`src/rtl/multitap_keypad_text_entry_defines.svh`:
```
// ----------------------------------------------------------------------------
// Multi-tap keypad text entry: assertion macros
// Concurrent checks that compile away when SYNTHESIS is defined.
// ----------------------------------------------------------------------------
`ifndef MULTITAP_KEYPAD_TEXT_ENTRY_DEFINES_SVH
`define MULTITAP_KEYPAD_TEXT_ENTRY_DEFINES_SVH

`ifndef SYNTHESIS
// Same-cycle implication
`define MTK_ASSERT_IMPL(label, clk, rstn, ante, cons) \
    label: assert property (@(posedge clk) disable iff (!rstn) (ante) |-> (cons)) \
        else $error("%m: same-cycle check failed");
// Next-cycle implication
`define MTK_ASSERT_NEXT(label, clk, rstn, ante, cons) \
    label: assert property (@(posedge clk) disable iff (!rstn) (ante) |=> (cons)) \
        else $error("%m: next-cycle check failed");
`else
`define MTK_ASSERT_IMPL(label, clk, rstn, ante, cons)
`define MTK_ASSERT_NEXT(label, clk, rstn, ante, cons)
`endif

`endif

```
`src/rtl/mtk_pkg.sv`:
```
// ----------------------------------------------------------------------------
// mtk_pkg
// Shared types and constants of the multi-tap keypad text entry block.
// ----------------------------------------------------------------------------
package mtk_pkg;

    localparam int MAX_LETTERS_DEF = 5;   // default letter store depth
    localparam int NUM_SLOTS       = 5;   // letter fields in one result
    localparam int CHAR_W          = 7;
    localparam int CNT_W           = 3;
    localparam int MS_W            = 16;
    localparam int TAP_W           = 2;
    localparam int CMP_W           = 5;   // holds any slot index up to 31
    localparam int CFG_W           = 16;
    localparam int RES_W           = NUM_SLOTS * CHAR_W + CNT_W + 2;

    localparam logic [CNT_W-1:0] WORD_LEN_RESET = 3'd5;
    localparam logic [MS_W-1:0]  TIMEOUT_RESET  = 16'd1000;
    localparam logic [MS_W-1:0]  MS_MAX         = 16'hFFFF;

    localparam logic [CHAR_W-1:0] KEY_2    = 7'h32;
    localparam logic [CHAR_W-1:0] KEY_7    = 7'h37;
    localparam logic [CHAR_W-1:0] KEY_9    = 7'h39;
    localparam logic [CHAR_W-1:0] KEY_STAR = 7'h2A;
    localparam logic [CHAR_W-1:0] KEY_HASH = 7'h23;

    localparam logic MODE_KEY  = 1'b0;
    localparam logic MODE_TICK = 1'b1;

    localparam logic REG_WORD_LENGTH = 1'b0;
    localparam logic REG_TIMEOUT_MS  = 1'b1;

    // Letters of keys '2'..'9', four taps each; three-letter keys end on the digit
    localparam logic [CHAR_W-1:0] KEY_LETTERS [8][4] = '{
        '{7'h41, 7'h42, 7'h43, 7'h32},
        '{7'h44, 7'h45, 7'h46, 7'h33},
        '{7'h47, 7'h48, 7'h49, 7'h34},
        '{7'h4A, 7'h4B, 7'h4C, 7'h35},
        '{7'h4D, 7'h4E, 7'h4F, 7'h36},
        '{7'h50, 7'h51, 7'h52, 7'h53},
        '{7'h54, 7'h55, 7'h56, 7'h38},
        '{7'h57, 7'h58, 7'h59, 7'h5A}
    };

    typedef struct packed {
        logic [NUM_SLOTS-1:0][CHAR_W-1:0] letters;
        logic [CNT_W-1:0]                 committed_count;
        logic                             pending_active;
        logic                             word_submitted;
    } mtk_result_t;

endpackage

```
`src/rtl/mtk_core.sv`:
```
// ----------------------------------------------------------------------------
// mtk_core
// Entry state, configuration registers and the one-pass update per transaction.
// ----------------------------------------------------------------------------
module mtk_core
    import mtk_pkg::*;
#(
    parameter int MAX_LETTERS = MAX_LETTERS_DEF
) (
    input  logic              aclk,
    input  logic              aresetn,
    input  logic              cfg_wr_en,
    input  logic              cfg_index,
    input  logic [CFG_W-1:0]  cfg_wdata,
    input  logic              item_accept,
    input  logic              item_mode,
    input  logic [CHAR_W-1:0] item_key,
    output mtk_result_t       result
);

    logic [CNT_W-1:0]  word_length_reg;
    logic [MS_W-1:0]   timeout_ms_reg;
    logic [CHAR_W-1:0] store_reg [MAX_LETTERS];
    logic [CHAR_W-1:0] store_next [MAX_LETTERS];
    logic [CNT_W-1:0]  commit_reg, commit_next;
    logic [CHAR_W-1:0] pend_key_reg, pend_key_next;
    logic [TAP_W-1:0]  tap_reg, tap_next;
    logic [MS_W-1:0]   elapsed_reg, elapsed_next;

    logic [CNT_W-1:0]  eff_len;
    logic [MS_W-1:0]   elapsed_inc;
    logic [CNT_W-1:0]  commit_mid;
    logic [TAP_W-1:0]  tap_mid;
    logic [2:0]        row;
    logic              wr_a_en, wr_b_en, clear_all, submit;
    logic [CMP_W-1:0]  wr_a_idx, wr_b_idx;
    logic [CHAR_W-1:0] wr_a_val;
    logic [CHAR_W-1:0] store_w [MAX_LETTERS];
    logic [CNT_W-1:0]  res_count;

    // Zero word length acts as one, oversize as the store depth
    always_comb begin
        if (word_length_reg == '0) begin
            eff_len = CNT_W'(1);
        end else if (CMP_W'(word_length_reg) > CMP_W'(MAX_LETTERS)) begin
            eff_len = CNT_W'(MAX_LETTERS);
        end else begin
            eff_len = word_length_reg;
        end
    end

    assign elapsed_inc = (elapsed_reg == MS_MAX) ? elapsed_reg : elapsed_reg + 16'd1;
    assign row         = 3'(item_key - KEY_2);

    always_comb begin
        commit_next   = commit_reg;
        pend_key_next = pend_key_reg;
        tap_next      = tap_reg;
        elapsed_next  = elapsed_reg;
        commit_mid    = commit_reg;
        tap_mid       = tap_reg;
        wr_a_en       = 1'b0;
        wr_a_idx      = '0;
        wr_a_val      = '0;
        wr_b_en       = 1'b0;
        wr_b_idx      = '0;
        clear_all     = 1'b0;
        submit        = 1'b0;
        res_count     = commit_reg;

        if (item_mode == MODE_TICK) begin
            elapsed_next = elapsed_inc;
            if (pend_key_reg != '0 && elapsed_inc > timeout_ms_reg &&
                commit_reg < eff_len) begin
                commit_next   = commit_reg + 3'd1;
                pend_key_next = '0;
            end
        end else begin
            case (item_key) inside
                [KEY_2:KEY_9]: begin
                    if (item_key == pend_key_reg && elapsed_reg < timeout_ms_reg) begin
                        tap_mid = tap_reg + 2'd1;
                    end else begin
                        if (pend_key_reg != '0 && commit_reg < eff_len) begin
                            commit_mid = commit_reg + 3'd1;
                        end
                        if (commit_mid < eff_len) begin
                            pend_key_next = item_key;
                            tap_mid       = '0;
                        end else begin
                            pend_key_next = '0;
                        end
                    end
                    commit_next  = commit_mid;
                    tap_next     = tap_mid;
                    elapsed_next = '0;
                    if (commit_mid < eff_len && pend_key_next != '0) begin
                        // Three-letter keys wrap after the third tap
                        if (item_key != KEY_7 && item_key != KEY_9 && tap_mid == 2'd3) begin
                            tap_next = '0;
                        end
                        wr_a_en  = 1'b1;
                        wr_a_idx = CMP_W'(commit_mid);
                        wr_a_val = KEY_LETTERS[row][tap_next];
                        wr_b_en  = 1'b1;
                        wr_b_idx = CMP_W'(commit_mid) + CMP_W'(1);
                    end
                end
                KEY_STAR: begin
                    if (pend_key_reg != '0) begin
                        pend_key_next = '0;
                        wr_a_en       = 1'b1;
                        wr_a_idx      = CMP_W'(commit_reg);
                    end else if (commit_reg != '0) begin
                        commit_next = commit_reg - 3'd1;
                        wr_a_en     = 1'b1;
                        wr_a_idx    = CMP_W'(commit_reg - 3'd1);
                    end
                end
                KEY_HASH: begin
                    if (pend_key_reg != '0 && commit_reg < eff_len) begin
                        commit_mid    = commit_reg + 3'd1;
                        pend_key_next = '0;
                    end
                    commit_next = commit_mid;
                    if (commit_mid == eff_len) begin
                        submit        = 1'b1;
                        clear_all     = 1'b1;
                        commit_next   = '0;
                        pend_key_next = '0;
                        tap_next      = '0;
                    end
                end
                default: ;
            endcase
        end
        res_count = submit ? commit_mid : commit_next;
    end

    // Apply the slot writes, then report and optionally clear
    always_comb begin
        for (int i = 0; i < MAX_LETTERS; i++) begin
            store_w[i] = store_reg[i];
            if (wr_a_en && wr_a_idx == CMP_W'(i)) begin
                store_w[i] = wr_a_val;
            end
            if (wr_b_en && wr_b_idx == CMP_W'(i)) begin
                store_w[i] = '0;
            end
            store_next[i] = clear_all ? '0 : store_w[i];
        end
        for (int s = 0; s < NUM_SLOTS; s++) begin
            result.letters[s] = '0;
            if (s < MAX_LETTERS) begin
                result.letters[s] = store_w[s];
            end
        end
        result.committed_count = res_count;
        result.pending_active  = !submit && pend_key_next != '0 && commit_next < eff_len;
        result.word_submitted  = submit;
    end

    always_ff @(posedge aclk) begin
        if (!aresetn) begin
            word_length_reg <= WORD_LEN_RESET;
            timeout_ms_reg  <= TIMEOUT_RESET;
        end else if (cfg_wr_en) begin
            case (cfg_index)
                REG_WORD_LENGTH: word_length_reg <= cfg_wdata[CNT_W-1:0];
                REG_TIMEOUT_MS:  timeout_ms_reg  <= cfg_wdata[MS_W-1:0];
                default: ;
            endcase
        end
    end

    always_ff @(posedge aclk) begin
        if (!aresetn) begin
            for (int i = 0; i < MAX_LETTERS; i++) begin
                store_reg[i] <= '0;
            end
            commit_reg   <= '0;
            pend_key_reg <= '0;
            tap_reg      <= '0;
            elapsed_reg  <= '0;
        end else if (item_accept) begin
            for (int i = 0; i < MAX_LETTERS; i++) begin
                store_reg[i] <= store_next[i];
            end
            commit_reg   <= commit_next;
            pend_key_reg <= pend_key_next;
            tap_reg      <= tap_next;
            elapsed_reg  <= elapsed_next;
        end
    end

endmodule

```
`src/rtl/multitap_keypad_text_entry.sv`:
```
// ----------------------------------------------------------------------------
// multitap_keypad_text_entry
// Multi-tap phone keypad letter entry with commit timeout and word submit.
// ----------------------------------------------------------------------------
// Channel   Dir  Handshake          Payload
// s_*       in   s_tvalid/s_tready  key press or 1 ms tick (s_tuser = mode)
// m_*       out  m_tvalid/m_tready  letter slots, count, pending, submitted
// cfg_*     in   cfg_wr_en          word_length (0), timeout_ms (1)
//
// One transaction per cycle while s_tready is high; each result appears in the cycle after its input.
// The output register is the only stage, so s_tready stays high while the
// result is taken or the output is empty.
// Reset: synchronous, active low; clears the letter store and all entry state.
// ----------------------------------------------------------------------------
`include "multitap_keypad_text_entry_defines.svh"

module multitap_keypad_text_entry
    import mtk_pkg::*;
#(
    parameter int MAX_LETTERS = MAX_LETTERS_DEF
) (
    input  logic             aclk,
    input  logic             aresetn,
    input  logic             cfg_wr_en,
    input  logic             cfg_index,
    input  logic [CFG_W-1:0] cfg_wdata,
    input  logic             s_tvalid,
    output logic             s_tready,
    input  logic [7:0]       s_tdata,   // key_code[6:0], zero pad [7]
    input  logic             s_tuser,   // mode
    output logic             m_tvalid,
    input  logic             m_tready,
    output logic [RES_W-1:0] m_tdata    // letter_0..letter_4, committed_count,
                                        // pending_active, word_submitted
);

    logic              s_accept;
    mtk_result_t       core_res;
    logic              m_valid_reg, m_valid_next;
    logic [RES_W-1:0]  m_data_reg;

    assign s_tready = !m_valid_reg || m_tready;
    assign s_accept = s_tvalid && s_tready;

    mtk_core #(
        .MAX_LETTERS(MAX_LETTERS)
    ) u_core (
        .aclk        (aclk),
        .aresetn     (aresetn),
        .cfg_wr_en   (cfg_wr_en),
        .cfg_index   (cfg_index),
        .cfg_wdata   (cfg_wdata),
        .item_accept (s_accept),
        .item_mode   (s_tuser),
        .item_key    (s_tdata[CHAR_W-1:0]),
        .result      (core_res)
    );

    assign m_valid_next = s_accept || (m_valid_reg && !m_tready);

    always_ff @(posedge aclk) begin
        if (!aresetn) begin
            m_valid_reg <= 1'b0;
        end else begin
            m_valid_reg <= m_valid_next;
        end
    end

    // Pack lowest field first
    always_ff @(posedge aclk) begin
        if (s_accept) begin
            m_data_reg <= {core_res.word_submitted, core_res.pending_active,
                           core_res.committed_count,
                           core_res.letters[4], core_res.letters[3], core_res.letters[2],
                           core_res.letters[1], core_res.letters[0]};
        end
    end

    assign m_tvalid = m_valid_reg;
    assign m_tdata  = m_data_reg;

    `MTK_ASSERT_IMPL(a_submit_not_pending, aclk, aresetn, m_tvalid && m_tdata[RES_W-1], !m_tdata[RES_W-2])
    `MTK_ASSERT_NEXT(a_result_follows, aclk, aresetn, s_accept, m_tvalid)
    `MTK_ASSERT_IMPL(a_pending_below_depth, aclk, aresetn, m_tvalid && m_tdata[RES_W-2], CMP_W'(m_tdata[RES_W-3 -: CNT_W]) < CMP_W'(MAX_LETTERS))

endmodule

```
`config.mk`:
```
export PLATFORM = sky130hd
export DESIGN_NAME = multitap_keypad_text_entry
export DESIGN_NICKNAME = d
export VERILOG_FILES = /design/src/rtl/mtk_pkg.sv /design/src/rtl/mtk_core.sv /design/src/rtl/multitap_keypad_text_entry.sv
export VERILOG_INCLUDE_DIRS = /design/src /design/src/rtl
export SDC_FILE = /design/constraint.sdc
export NUM_CORES = 1
export LEC_CHECK = 0
export ABC_AREA = 1
export BUFFER_PORTS_ARGS = -buffer_cell sky130_fd_sc_hd__buf_2
export CAP_MARGIN = 20
export CORE_AREA = 2 2 86 170
export CTS_CLUSTER_DIAMETER = 40
export DETAILED_ROUTE_END_ITERATION = 10
export DIE_AREA = 0 0 88 172
export MAX_ROUTING_LAYER = met4
export PLACE_DENSITY_LB_ADDON = 0.12
export SLEW_MARGIN = 20
export SYNTH_ARGS = -nofsm -noshare
export SYNTH_HDL_FRONTEND = slang
export SYNTH_SLANG_ARGS = --single-unit
```
`constraint.sdc`:
```
create_clock -name aclk -period 8.2 [get_ports aclk]
set_clock_uncertainty 0.2 [all_clocks]
set_input_delay 0.41 -clock aclk [delete_from_list [all_inputs] [get_ports aclk]]
set_output_delay 0.41 -clock aclk [all_outputs]
set_load 0.02 [all_outputs]
```
==> flow_summary.json <==
{
  "start_util_pct": 58.9,
  "worstMarginPinSlew_ps": 705,
  "crit_family": "simple AND/OR/NAND/NOR gates",
  "yosysTopAreaCell": "edfxtp_1",
  "area.sequential_um2": 3210,
  "numCtsBuffers": 17,
  "dieArea_um2": 15100,
  "power_mw": 1.73,
  "async_flop_share_pct": 0,
  "synth_compound_area_share_pct": 11.1,
  "syn_area_um2": 8140,
  "cts_tree": "yes",
  "multi_input_area_um2": 4110,
  "critical_path_class": "flop to flop",
  "top_layer": "met4",
  "synth-edff-count": 75,
  "setup_viol": 0,
  "preCtsSetupSlack_ps": 3040,
  "area_delta_synth_final_pct": 13.5,
  "gp_congestion": 0.939,
  "grt_pass1_vias": 7227,
  "setup_slack_ps": 2970,
  "drive_gt1_share_pct": 12.3,
  "status": "complete, no violations",
  "rsz0062_at_grt": "no",
  "arrival_ps": 5310,
  "fmax_ghz": 0.191,
  "worstPathMaxFanout": 12,
  "ys.flop_type": "edfxtp_1",
  "wl_per_cell_um": 15.7,
  "clock_path_buffers": 2,
  "dr.first_iter.drc_count": 374,
  "fin_cells": 1354,
  "synthMuxAreaShare_pct": 0,
  "die_width_um": 88,
  "synthXorXnorAreaFrac_pct": 1.29,
  "yosys-top-cells-count": "nand2_1 (254), inv_1 (176), nand3_1 (121)",
  "synth_top_family_by_area": "simple AND/OR/NAND/NOR gates",
  "cts_setup_buffers": 0,
  "cts_max_level": 4,
  "leakagePower_nw": 4.47,
  "drc": 0,
  "fillers": 1283,
  "wl_mm": 21.2,
  "path_common_cell": "nand2_1",
  "peakVddDrop_uv": 157,
  "synthSimpleGateAreaFrac_pct": 29.1,
  "track_usage_pct": 30.4,
  "finalCritPeriodShare_pct": 63.7,
  "cts_sinks": 123,
  "crit_slowest_cell": "nor4_1",
  "dpl.hpwl_mm": 16.0,
  "core_um2": 13800,
  "cts_resized": 0,
  "cts.clk_slew.worst_paths_ps": 60,
  "grt_max_degree": 45,
  "powerDensity_nw_per_um2": 187,
  "avgViaCountPerCell": 5.42,
  "hold_slack_ps": 5.13,
  "yosysSeqAreaShare_pct": 39.5,
  "worstHoldPathType": "primary input to flop",
  "synth_top_area_share_pct": 27.7,
  "critical_path.max_stage_delay_ps": 470,
  "fin_nets": 1244,
  "wl_met1_mm": 6.98,
  "synth_fa_ha_area_share_pct": 8.92,
  "io_pins": 73,
  "dp.cells": 1323,
  "globalRouteOverflowTotal": 0,
  "syn_nets": 1170,
  "drtAntennaViolNets": 0,
  "cap_violations": 0,
  "dieHeight_um": 172,
  "synth_cell_type_count": 48,
  "period_needed_ps": 5230,
  "ys_ff_latch": 123,
  "core.rowCount": 61,
  "largest_reg_flops": 40,
  "ys_top_cells_by_area": "edfxtp_1 (28%), dfxtp_1 (12%), nand2_1 (12%), ha_1 (8.9%), inv_1 (8.1%)",
  "dr_wl_met3_um": 651,
  "clk_latency_ps": 420,
  "synth_cells": 1081,
  "cp_cell_sequence": "ha_1, inv_1, nor3_1, nand2_1, nor2_1, nand3_1, nor2_1, inv_1, nand2_1, xnor2_1, ha_1, nand2_1, nor4_1, o21ai_0, o2111ai_1, nand3_1, o211ai_1, nand3_1, inv_1, ha_1, a21oi_1, nand2_1, nor2_1",
  "grt_pass1_wl_mm": 33.8,
  "hold_viol": 0,
  "port_buffers": 71,
  "postSynthAreaPerCell_um2": 7.53,
  "ys_warn_count": 0,
  "setup-tns-final_ps": 0,
  "start_kind": "flop",
  "ctsRootBufferMaster": "clkbuf_16",
  "yosysMostFrequentCell": "nand2_1",
  "antenna_cells": 0,
  "endpoint_kind": "flop",
  "postCtsHoldBufs": 2,
  "dr.pass1.iters": 5,
  "wl_met2_mm": 11.9,
  "cp.buffers_inverters": 3,
  "slew_violations": 0,
  "worstPathRequired_ps": 8290,
  "antenna_found_initial": 0,
  "via_count": 7338,
  "max_slew_margin_pct": 53.0
}
-- layout by cell type (no fill, tap or decap), types with 17 or more instances in the layout --
| master | n |
|---|---|
| inv_1 | 176 |
| dfxtp_1 | 48 |
| buf_2 | 71 |
| nand2_1 | 254 |
| ha_1 | 58 |
| edfxtp_1 | 75 |
| nand3_1 | 121 |
| nor2_1 | 89 |
| a21oi_1 | 69 |
| clkbuf_16 | 17 |
| o21ai_0 | 39 |
-- metal layers --
metal	global-route usage, %	vias to the layer above
met4	24.7	0
met1	25.0	3330
met2	57.0	195
met5	-	-
li1	-	3714
met3	4.20	99
-- final timing paths --
kind | end | start | slack [ps] | cells past startpoint
setup / recovery | m_tdata[38] | u_core.elapsed_reg[1] | 2970 | 23
hold reg to reg | u_core.word_length_reg[0] | u_core.word_length_reg[0] | 290 | 2
setup reg to reg | m_tdata[38] | u_core.elapsed_reg[1] | 2970 | 23
hold / removal | u_core.timeout_ms_reg[9] | cfg_wdata[9] | 5 | 3
-- worst min-delay path, stage by stage --
cell	delay [ps]
buf_2	70
nand2_1	40
o211ai_1	70
-- where the power goes --
part / internal [mW] / switching (mW)
clock network: 0.465 / 0.267
registers: 0.701 / 0.0127
logic: 0.0857 / 0.198
total: 1.25 / 0.478
-- cell families after synthesis --
kind of cell | count (synthesis)
AND/OR/NAND/NOR | 523
buffers and inverters | 211
AO/OA/AOI/OAI | 154
flip-flops | 123
adder cells (fa/ha/maj) | 58
XOR/XNOR | 12
-- layout make-up --
cell class                      count  share of cell area [%]
Timing Repair Buffer               78                    4.47
Sequential cell                   123                    34.8
Tap cell                          189                    2.56
Inverter                          188                    7.67
Clock inverter                     12                    1.44
Multi-Input combinational cell    747                    44.5
Clock buffer                       17                    4.61
-- metrics by stage --
step,area (µm²),utilization [%]
detailed placement,8650,62.6
finish,9240,66.9
CTS,9230,66.8
global placement,8650,62.6
global route,9240,66.9
floorplan,8140,-
(Power assumes the default switching activity.)
